<file path="src/timed_task_scheduler_top_assert.svh">
// Assertion macros for the timed task scheduler.
// Used by timed_task_scheduler_top; empty under synthesis.
`ifndef TIMED_TASK_SCHEDULER_TOP_ASSERT_SVH
`define TIMED_TASK_SCHEDULER_TOP_ASSERT_SVH
`ifndef SYNTHESIS
`define TTS_ASSERT_IMPL(label, clk, rst, ante, cons, msg) \
   label: assert property (@(posedge clk) disable iff (rst) (ante) |-> (cons)) \
      else $error(msg);
`define TTS_ASSERT_NEXT(label, clk, rst, ante, cons, msg) \
   label: assert property (@(posedge clk) disable iff (rst) (ante) |=> (cons)) \
      else $error(msg);
`else
`define TTS_ASSERT_IMPL(label, clk, rst, ante, cons, msg)
`define TTS_ASSERT_NEXT(label, clk, rst, ante, cons, msg)
`endif
`endif

</file>
<file path="src/tts_pkg.sv">
// Shared types and constants of the timed task scheduler.
// No dependencies.
package tts_pkg;
   localparam int FifoDepth  = 16;
   localparam int DelayDepth = 16;
   localparam int FifoIdxW   = $clog2(FifoDepth);
   localparam int FifoCntW   = $clog2(FifoDepth + 1);
   localparam int DelIdxW    = $clog2(DelayDepth);
   localparam int DelCntW    = $clog2(DelayDepth + 1);

   typedef enum logic [1:0] {
      REQ_POST_NOW   = 2'd0,
      REQ_POST_LATER = 2'd1,
      REQ_FETCH      = 2'd2,
      REQ_SHUTDOWN   = 2'd3
   } req_kind_type;

   typedef enum logic [2:0] {
      ST_IDLE, ST_DISPATCH, ST_SCAN, ST_DECIDE, ST_SHIFT, ST_OUT
   } ctrl_state_type;

   // controller -> datapath
   typedef struct packed {
      logic load_req;     // capture request
      logic post_now;     // append to FIFO
      logic post_later;   // place in delayed store
      logic shutdown;     // set quit flag
      logic scan_start;   // reset scan
      logic scan_step;    // compare one delayed entry
      logic decide;       // choose winner, build result
      logic shift_step;   // move one FIFO entry toward head
      logic shift_done;   // close a FIFO pop
      logic out_load;     // result register load
   } cmd_type;

   // datapath -> controller
   typedef struct packed {
      req_kind_type kind;
      logic         quit;
      logic         scan_last;
      logic         pop_fifo;   // decided to pop FIFO head
      logic         shift_last;
      logic         out_busy;   // result waiting
   } stat_type;
endpackage

</file>
<file path="src/tts_ctrl.sv">
// Controller state machine of the timed task scheduler.
// Depends on tts_pkg.
module tts_ctrl (
   input  logic              clock,
   input  logic              reset,
   input  logic              req_fire,
   input  tts_pkg::stat_type stat,
   output logic              req_ready,
   output tts_pkg::cmd_type  cmd
);
   import tts_pkg::*;

   ctrl_state_type state_ff, state_in;

   always_ff @(posedge clock) begin
      if (reset) state_ff <= ST_IDLE;
      else       state_ff <= state_in;
   end

   always_comb begin
      state_in = state_ff;
      case (state_ff)
         ST_IDLE:     if (req_fire) state_in = ST_DISPATCH;
         ST_DISPATCH: begin
            if (stat.kind == REQ_FETCH && !stat.quit) state_in = ST_SCAN;
            else state_in = ST_OUT;
         end
         ST_SCAN:     if (stat.scan_last) state_in = ST_DECIDE;
         ST_DECIDE:   state_in = stat.pop_fifo ? ST_SHIFT : ST_OUT;
         ST_SHIFT:    if (stat.shift_last) state_in = ST_OUT;
         ST_OUT:      if (!stat.out_busy) state_in = ST_IDLE;
         default:     state_in = ST_IDLE;
      endcase
   end

   always_comb begin
      cmd = '0;
      req_ready = (state_ff == ST_IDLE);
      case (state_ff)
         ST_IDLE:     cmd.load_req = req_fire;
         ST_DISPATCH: begin
            cmd.post_now   = (stat.kind == REQ_POST_NOW);
            cmd.post_later = (stat.kind == REQ_POST_LATER);
            cmd.shutdown   = (stat.kind == REQ_SHUTDOWN);
            cmd.scan_start = 1'b1;
         end
         ST_SCAN:     cmd.scan_step = 1'b1;
         ST_DECIDE:   cmd.decide = 1'b1;
         ST_SHIFT:    begin
            cmd.shift_step = 1'b1;
            cmd.shift_done = stat.shift_last;
         end
         ST_OUT:      cmd.out_load = !stat.out_busy;
         default:     cmd = '0;
      endcase
   end
endmodule

</file>
<file path="src/tts_datapath.sv">
// Datapath of the timed task scheduler: FIFO, delayed store, scan, result.
// Depends on tts_pkg; driven by tts_ctrl.
module tts_datapath (
   input  logic              clock,
   input  logic              reset,
   input  tts_pkg::cmd_type  cmd,
   output tts_pkg::stat_type stat,
   input  logic [1:0]        req_type,
   input  logic [15:0]       req_task_id,
   input  logic [31:0]       req_delay_ms,
   input  logic [31:0]       req_now_ms,
   input  logic              rsp_tready,
   output logic              rsp_tvalid,
   output logic              rsp_run_valid,
   output logic [15:0]       rsp_run_task,
   output logic              rsp_final_flag,
   output logic [31:0]       rsp_sleep_ms,
   output logic              rsp_post_rejected
);
   import tts_pkg::*;

   // captured request
   req_kind_type kind_ff;
   logic [15:0]  task_ff;
   logic [31:0]  delay_ff, now_ff;

   // stores
   logic [31:0]          fifo_order_mem [FifoDepth];
   logic [15:0]          fifo_task_mem  [FifoDepth];
   logic [FifoCntW-1:0]  fifo_count_ff;
   logic [31:0]          del_fire_mem  [DelayDepth];
   logic [31:0]          del_order_mem [DelayDepth];
   logic [15:0]          del_task_mem  [DelayDepth];
   logic [DelayDepth-1:0] del_valid_ff;
   logic [31:0]          order_ff;
   logic                 quit_ff;

   // scan state
   logic [DelCntW-1:0]   scan_ff;
   logic                 best_ok_ff;
   logic [DelIdxW-1:0]   best_idx_ff;
   logic [31:0]          best_fire_ff, best_order_ff;
   logic [FifoCntW-1:0]  shift_ff;

   // staged result of the request in work
   logic        s_run_ff, s_final_ff, s_rej_ff;
   logic [15:0] s_task_ff;
   logic [31:0] s_sleep_ff;

   // result
   logic        r_valid_ff, r_run_ff, r_final_ff, r_rej_ff;
   logic [15:0] r_task_ff;
   logic [31:0] r_sleep_ff;
   logic        n_run, n_final, n_rej;
   logic [15:0] n_task;
   logic [31:0] n_sleep;

   // free slot in delayed store
   logic               free_ok;
   logic [DelIdxW-1:0] free_idx;
   always_comb begin
      free_ok = 1'b0;
      free_idx = '0;
      for (int i = DelayDepth - 1; i >= 0; i--) begin
         if (!del_valid_ff[i]) begin
            free_ok = 1'b1;
            free_idx = DelIdxW'(i);
         end
      end
   end

   logic [DelIdxW-1:0] scan_idx;
   logic [31:0]        cur_fire, cur_order;
   logic               better, fifo_full, due, fifo_older;
   assign scan_idx  = scan_ff[DelIdxW-1:0];
   assign cur_fire  = del_fire_mem[scan_idx];
   assign cur_order = del_order_mem[scan_idx];
   assign better = del_valid_ff[scan_idx] && (!best_ok_ff || cur_fire < best_fire_ff ||
                   (cur_fire == best_fire_ff && cur_order < best_order_ff));
   assign fifo_full = (fifo_count_ff == FifoCntW'(FifoDepth));
   assign due = best_ok_ff && (now_ff >= best_fire_ff);
   assign fifo_older = (fifo_count_ff != '0) && (fifo_order_mem[0] < best_order_ff);

   // result candidate per request
   always_comb begin
      n_run = 1'b0; n_task = '0; n_final = 1'b0; n_sleep = '0; n_rej = 1'b0;
      case (kind_ff)
         REQ_POST_NOW:   n_rej = fifo_full;
         REQ_POST_LATER: n_rej = !free_ok;
         REQ_FETCH: begin
            if (quit_ff) n_final = 1'b1;
            else if (due && !fifo_older) begin
               n_run = 1'b1; n_task = del_task_mem[best_idx_ff];
            end else begin
               if (best_ok_ff && !due) n_sleep = best_fire_ff - now_ff;
               if (fifo_count_ff != '0) begin
                  n_run = 1'b1; n_task = fifo_task_mem[0];
               end
            end
         end
         default: ;
      endcase
   end

   always_ff @(posedge clock) begin
      if (cmd.load_req) begin
         kind_ff <= req_kind_type'(req_type);
         task_ff <= req_task_id;
         delay_ff <= req_delay_ms;
         now_ff <= req_now_ms;
      end
      if (cmd.post_now && !fifo_full) begin
         fifo_order_mem[fifo_count_ff[FifoIdxW-1:0]] <= order_ff;
         fifo_task_mem[fifo_count_ff[FifoIdxW-1:0]]  <= task_ff;
      end
      if (cmd.post_later && free_ok) begin
         del_fire_mem[free_idx]  <= now_ff + delay_ff;
         del_order_mem[free_idx] <= order_ff + 32'd1;
         del_task_mem[free_idx]  <= task_ff;
      end
      if (cmd.scan_step && better) begin
         best_idx_ff <= scan_idx;
         best_fire_ff <= cur_fire;
         best_order_ff <= cur_order;
      end
      if (cmd.shift_step && shift_ff < fifo_count_ff) begin
         fifo_order_mem[shift_ff[FifoIdxW-1:0] - FifoIdxW'(1)] <=
            fifo_order_mem[shift_ff[FifoIdxW-1:0]];
         fifo_task_mem[shift_ff[FifoIdxW-1:0] - FifoIdxW'(1)] <=
            fifo_task_mem[shift_ff[FifoIdxW-1:0]];
      end
      // stage while an older result may still wait at the output
      if (cmd.decide || cmd.scan_start) begin
         s_run_ff <= n_run; s_task_ff <= n_task; s_final_ff <= n_final;
         s_sleep_ff <= n_sleep; s_rej_ff <= n_rej;
      end
      if (cmd.out_load) begin
         r_run_ff <= s_run_ff; r_task_ff <= s_task_ff; r_final_ff <= s_final_ff;
         r_sleep_ff <= s_sleep_ff; r_rej_ff <= s_rej_ff;
      end
   end

   always_ff @(posedge clock) begin
      if (reset) begin
         fifo_count_ff <= '0; del_valid_ff <= '0; order_ff <= '0; quit_ff <= 1'b0;
         scan_ff <= '0; best_ok_ff <= 1'b0; shift_ff <= '0;
         r_valid_ff <= 1'b0;
      end else begin
         if (cmd.post_now && !fifo_full) begin
            fifo_count_ff <= fifo_count_ff + FifoCntW'(1);
            order_ff <= order_ff + 32'd1;
         end
         if (cmd.post_later && free_ok) begin
            del_valid_ff[free_idx] <= 1'b1;
            order_ff <= order_ff + 32'd1;
         end
         if (cmd.shutdown) quit_ff <= 1'b1;
         if (cmd.scan_start) begin
            scan_ff <= '0; best_ok_ff <= 1'b0;
         end
         if (cmd.scan_step) begin
            scan_ff <= scan_ff + DelCntW'(1);
            if (better) best_ok_ff <= 1'b1;
         end
         if (cmd.decide) begin
            shift_ff <= FifoCntW'(1);
            if (due && !fifo_older) del_valid_ff[best_idx_ff] <= 1'b0;
         end
         if (cmd.shift_step) shift_ff <= shift_ff + FifoCntW'(1);
         if (cmd.shift_done) fifo_count_ff <= fifo_count_ff - FifoCntW'(1);
         if (cmd.out_load) r_valid_ff <= 1'b1;
         else if (rsp_tready) r_valid_ff <= 1'b0;
      end
   end

   assign stat.kind       = kind_ff;
   assign stat.quit       = quit_ff;
   assign stat.scan_last  = (scan_ff == DelCntW'(DelayDepth - 1));
   assign stat.pop_fifo   = n_run && !(due && !fifo_older);
   assign stat.shift_last = (shift_ff >= fifo_count_ff) ||
                            (shift_ff == FifoCntW'(FifoDepth - 1));
   assign stat.out_busy   = r_valid_ff && !rsp_tready;

   assign rsp_tvalid        = r_valid_ff;
   assign rsp_run_valid     = r_run_ff;
   assign rsp_run_task      = r_task_ff;
   assign rsp_final_flag    = r_final_ff;
   assign rsp_sleep_ms      = r_sleep_ff;
   assign rsp_post_rejected = r_rej_ff;
endmodule

</file>
<file path="src/timed_task_scheduler_top.sv">
// Timed task scheduler: one request in, one result out.
// Posts, shutdown and a fetch after shutdown go from dispatch straight to the result load;
// a fetch first scans all DelayDepth delayed entries and decides, and shifts the FIFO when it pops.
// One request at a time: the next is accepted once the result has loaded into the output
// register; a waiting result stalls the controller only there.
// Reset (synchronous, active high) empties both stores and clears counter and quit flag.
module timed_task_scheduler_top (
   input  logic        clock,
   input  logic        reset,
   input  logic        req_tvalid,
   output logic        req_tready,
   input  logic [1:0]  req_tuser,   // req_type
   input  logic [79:0] req_tdata,   // [15:0] task_id, [47:16] delay_ms, [79:48] now_ms
   output logic        rsp_tvalid,
   input  logic        rsp_tready,
   output logic [55:0] rsp_tdata    // [0] run_valid, [16:1] run_task, [17] final_flag,
                                    // [49:18] sleep_ms, [50] post_rejected, rest zero
);
   import tts_pkg::*;

   cmd_type  cmd;
   stat_type stat;
   logic     req_fire;
   logic        run_valid, final_flag, post_rejected;
   logic [15:0] run_task;
   logic [31:0] sleep_ms;

   assign req_fire = req_tvalid && req_tready;

   tts_ctrl u_ctrl (
      .clock(clock), .reset(reset), .req_fire(req_fire), .stat(stat),
      .req_ready(req_tready), .cmd(cmd)
   );

   tts_datapath u_dp (
      .clock(clock), .reset(reset), .cmd(cmd), .stat(stat),
      .req_type(req_tuser), .req_task_id(req_tdata[15:0]),
      .req_delay_ms(req_tdata[47:16]), .req_now_ms(req_tdata[79:48]),
      .rsp_tready(rsp_tready), .rsp_tvalid(rsp_tvalid),
      .rsp_run_valid(run_valid), .rsp_run_task(run_task),
      .rsp_final_flag(final_flag), .rsp_sleep_ms(sleep_ms),
      .rsp_post_rejected(post_rejected)
   );

   assign rsp_tdata = {5'd0, post_rejected, sleep_ms, final_flag, run_task, run_valid};

`include "timed_task_scheduler_top_assert.svh"

   // a final result never hands out a task
   `TTS_ASSERT_IMPL(a_final_no_run, clock, reset, rsp_tvalid && final_flag, !run_valid, "final run")
   // a waiting result holds its data
   `TTS_ASSERT_NEXT(a_rsp_hold, clock, reset, rsp_tvalid && !rsp_tready, rsp_tvalid && $stable(rsp_tdata), "rsp changed")
   // accepted request leaves idle next cycle
   `TTS_ASSERT_NEXT(a_busy_after_fire, clock, reset, req_fire, !req_tready, "ready after accept")
endmodule
</file>
<file path="config.mk">
export PLATFORM = sky130hd
export DESIGN_NAME = timed_task_scheduler_top
export DESIGN_NICKNAME = d
export VERILOG_FILES = /design/src/tts_pkg.sv /design/src/tts_ctrl.sv /design/src/tts_datapath.sv /design/src/timed_task_scheduler_top.sv
export VERILOG_INCLUDE_DIRS = /design/src /design/src/src
export SDC_FILE = /design/constraint.sdc
export NUM_CORES = 2
export LEC_CHECK = 0
export BUFFER_PORTS_ARGS = -buffer_cell sky130_fd_sc_hd__buf_2
export CAP_MARGIN = 0
export CORE_MARGIN = 2
export CORE_UTILIZATION = 55
export CTS_CLUSTER_SIZE = 24
export DETAILED_ROUTE_END_ITERATION = 10
export PLACE_DENSITY = 0.68
export SLEW_MARGIN = 20
export SYNTH_ARGS = -nofsm -noshare
export SYNTH_HDL_FRONTEND = slang
export SYNTH_SLANG_ARGS = --single-unit
</file>
<file path="constraint.sdc">
create_clock -name clock -period 15.05 [get_ports clock]
set_clock_uncertainty 0.2 [all_clocks]
set_input_delay 1.505 -clock clock [delete_from_list [all_inputs] [get_ports clock]]
set_output_delay 1.505 -clock clock [all_outputs]
set_load 0.005 [all_outputs]
</file>
==> summary.txt <==
====================================================================================================
Status ................................................................................ finished, final reports clean
Worst slew slack as a fraction of its limit ...........................................        25.8%
Number of CTS-inserted buffers ........................................................          230
Leading cell type in the layout, fill and taps excluded ...............................     edfxtp_1
Commonest cells after routing, fill and taps aside .................................... 2300 x edfxtp_1, 645 x mux4_2, 234 x clkbuf_16
Layout Area Growth over Synthesis .....................................................        12.2%
Combinational share of power ..........................................................         8.2%
Maximum clock rate ....................................................................      135 MHz
R2R Setup Slk .........................................................................      7.64 ns
Number of H-tree branching levels .....................................................            4
HPWL after DPL ........................................................................       119 mm
Final-report max-slew violation count .................................................            0
Number of setup buffers added after CTS ...............................................            0
1st-iter DRT viols ....................................................................         5325
Count of flip-flops with a built-in enable after synthesis ............................         2300
PostCTS Resize Cnt ....................................................................            0
IO buf count ..........................................................................          138
CP max FO .............................................................................           68
Total core area ....................................................................... 172000 sq um
Area of placed instances ..............................................................  99100 sq um
Required time reported for the critical path endpoint .................................     15.59 ns
Count of final setup violators ........................................................            0
Async set-or-reset flop fraction in the synthesized netlist ...........................           0%
Seq cells post-synth ..................................................................         2381
Synthesized instance count ............................................................         4585
Detailed-route wire length per cell ...................................................      29.1 um
Initial DRT Pass Iterations ...........................................................            7
Filler Cells Inserted .................................................................        11755
Setup repair after global routing missed its margin ...................................           no
DRC Markers ...........................................................................            0
Die height ............................................................................       420 um
Via count of the first global-routing pass ............................................        46660
Root buffer cell ......................................................................    clkbuf_16
Yosys warns ...........................................................................            0
Fraction of layout instances using a drive strength above 1 ...........................        27.0%
Worst-Margin Slew .....................................................................      1.11 ns
Area of all placed cells without fillers .............................................. 107000 sq um
Total clock sinks .....................................................................         2381
Kind of critical path .................................................................      reg2reg
Crit share post-route .................................................................        49.2%
Mean area per synthesized cell ........................................................   20.8 sq um
Final Hold Slack ......................................................................     0.215 ns
Final GP Congestion ...................................................................        0.844
Grt ovf ...............................................................................            0
Largest net degree at the start of global routing .....................................          132
Critical Path AT ......................................................................      7.95 ns
Area contributors post-synth .......................................................... edfxtp_1 73%, mux4_2 15%, ha_1 2.2%, dfxtp_1 1.7%, nor2_1 0.64%
Post-synth cell types .................................................................           71
Internal power ........................................................................     11200 uW
Total routing usage reported by global routing ........................................        24.5%
Die outline area ...................................................................... 176000 sq um
Die Wd ................................................................................       420 um
Initial antenna violation count .......................................................           10
Library cell with the largest summed area after synthesis .............................     edfxtp_1
Prevailing post-synth register cell ...................................................     edfxtp_1
Area of the mapped netlist ............................................................  95200 sq um
Hold Crit Class .......................................................................      reg2reg
Via count normalized by instance count ................................................         6.27
Share of total power in the clock network .............................................        38.6%
Wire length of the first global-routing pass ..........................................       313 mm
Total power density per cell area .....................................................  136 nW/um^2
Worst Setup End Kind ..................................................................    flip-flop
Cell depth of the worst flop-to-flop path .............................................           15
Net switching power ...................................................................      3270 uW
Maximum number of buffers from clock root to sink .....................................            3
Number of standard cells in the final layout excluding fillers ........................         7383
Post-DRT Antenna Nets .................................................................            0
Top cell type's share of synthesized area .............................................        72.6%
Row count .............................................................................          152
Total count of hold-check failures in the final report ................................            0
Origin of the worst min-delay path .................................................... u_dp.s_sleep_ff[24]
Sw frac ...............................................................................        22.5%
Lkg Pwr ...............................................................................    0.0345 uW
Fin crit period .......................................................................      7.41 ns
Vias after detailed routing ...........................................................        46288
WL final ..............................................................................       215 mm
I/O Pins ..............................................................................          144
Post-cts hold buffer count ............................................................            0
Sequential cell fraction of total power ...............................................        53.2%
Starting utilization of the core area .................................................        55.4%
Post-Place Cells ......................................................................         6946
Total design power ....................................................................     14500 uW
Clock insertion delay at the later pin of the skew report .............................      0.86 ns
Max-capacitance violation count .......................................................            0
Kind of launch point of the worst setup path ..........................................    flip-flop
Sequential element share of the synthesized area ......................................        74.3%
Total Neg Setup Slack .................................................................         0 ns
Clock-pin slew reported for the worst setup and hold paths after clock tree synthesis .      0.06 ns
Worst IR drop on VDD ..................................................................      96.7 uV
Final nets ............................................................................         5129
Clock tree from TritonCTS .............................................................         done
====================================================================================================
cell usage after synthesis, types with 19 or more instances:
| cell type | n |
|---|---|
| edfxtp_1 | 2300 |
| nor2_1 | 163 |
| inv_1 | 136 |
| a21oi_1 | 111 |
| mux4_2 | 645 |
| and3_1 | 19 |
| nand2_1 | 120 |
| a21o_1 | 53 |
| o21ai_0 | 69 |
| clkbuf_1 | 136 |
| buf_1 | 49 |
| xor2_1 | 51 |
| mux2_2 | 50 |
| dfxtp_1 | 81 |
| nand4_1 | 32 |
| xnor2_1 | 62 |
| nand3_1 | 52 |
| o21a_1 | 23 |
| ha_1 | 171 |
| nor3_1 | 36 |
| a31oi_1 | 27 |
kinds of logic after synthesis:
kind of cell,share of synthesized area (%)
other,0.00394
flip-flops,74.3
adder cells (fa/ha/maj),2.31
buffers and inverters,1.37
AND/OR/NAND/NOR,2.47
multiplexers,16.0
AO/OA/AOI/OAI,2.49
XOR/XNOR,1.04
metal layers:
metal / vias up / wire, um / GRT usage (%)
li1: 19545 / - / -
met1: 24749 / 88500 / 34.9
met2: 1707 / 108000 / 40.5
met3: 285 / 14200 / 3.76
met4: 2 / 3880 / 5.61
met5: - / 13 / 0
worst max-delay path, stage by stage (launching register included):
cell      delay, ns
dfxtp_4        0.63
buf_4          0.83
buf_4          0.72
buf_4          0.87
mux4_2         0.44
mux4_2         0.49
ha_1           0.33
a21o_1         0.19
a211o_1        0.29
a21oi_1        0.21
o22ai_1        0.12
nor3_1         0.38
o211ai_2       0.23
a31oi_4        0.22
buf_4          0.58
mux2_2         0.41
cell type report:
type / instances / area (sq um) / share of cell area (%)
clock buffers: 304 / 6300 / 5.90
inverters: 136 / 510 / 0.478
repair buffers: 247 / 1540 / 1.44
diodes: 2 / 5.00 / 0.00469
well taps: 2310 / 2890 / 2.71
multi-input cells: 1873 / 23700 / 22.2
clock inverters: 130 / 1110 / 1.04
flip-flops and latches: 2381 / 70700 / 66.2
power groups by stage:
| stage | Combinational, uW | Sequential, uW | Clock, uW |
|---|---|---|---|
| floorplan | 844 | 7790 | 0 |
| detailed placement | 1180 | 7860 | 0 |
| global route | 1300 | 7730 | 5940 |
| CTS | 1180 | 7720 | 5690 |
| global placement | 1150 | 7860 | 0 |
| finish | 1190 | 7720 | 5600 |
per-stage QoR:
step | setup slack (ns) | utilization (%)
floorplan | 4.35 | -
global placement | 7.61 | 57.7
detailed placement | 7.57 | 57.7
CTS | 7.53 | 62.0
global route | 7.31 | 62.2
finish | 7.64 | 62.2
worst min path at each step:
| stage | end | cells after the start |
|---|---|---|
| 2_1_floorplan | u_dp.rsp_final_flag | 0 |
| 4_1_cts | u_dp.rsp_sleep_ms[24] | 0 |
| 3_3_place_gp | u_dp.rsp_sleep_ms[9] | 0 |
| 5_1_grt | u_dp.rsp_sleep_ms[24] | 0 |
| 3_5_place_dp | u_dp.rsp_post_rejected | 0 |
| 6_report | u_dp.rsp_sleep_ms[24] | 0 |
registers in the layout (all words and copies together), names as in the netlist, 32 cells and up, named ones only:
signal,count
u_dp.fifo_order_mem,512
u_dp.del_fire_mem,512
u_dp.best_order_ff,32
u_dp.now_ff,32
u_dp.order_ff,32
u_dp.rsp_sleep_ms,32
u_dp.delay_ff,32
u_dp.del_order_mem,512
u_dp.del_task_mem,256
u_dp.fifo_task_mem,256
u_dp.best_fire_ff,32
u_dp.s_sleep_ff,32
Power figures use the tool's default switching activity.
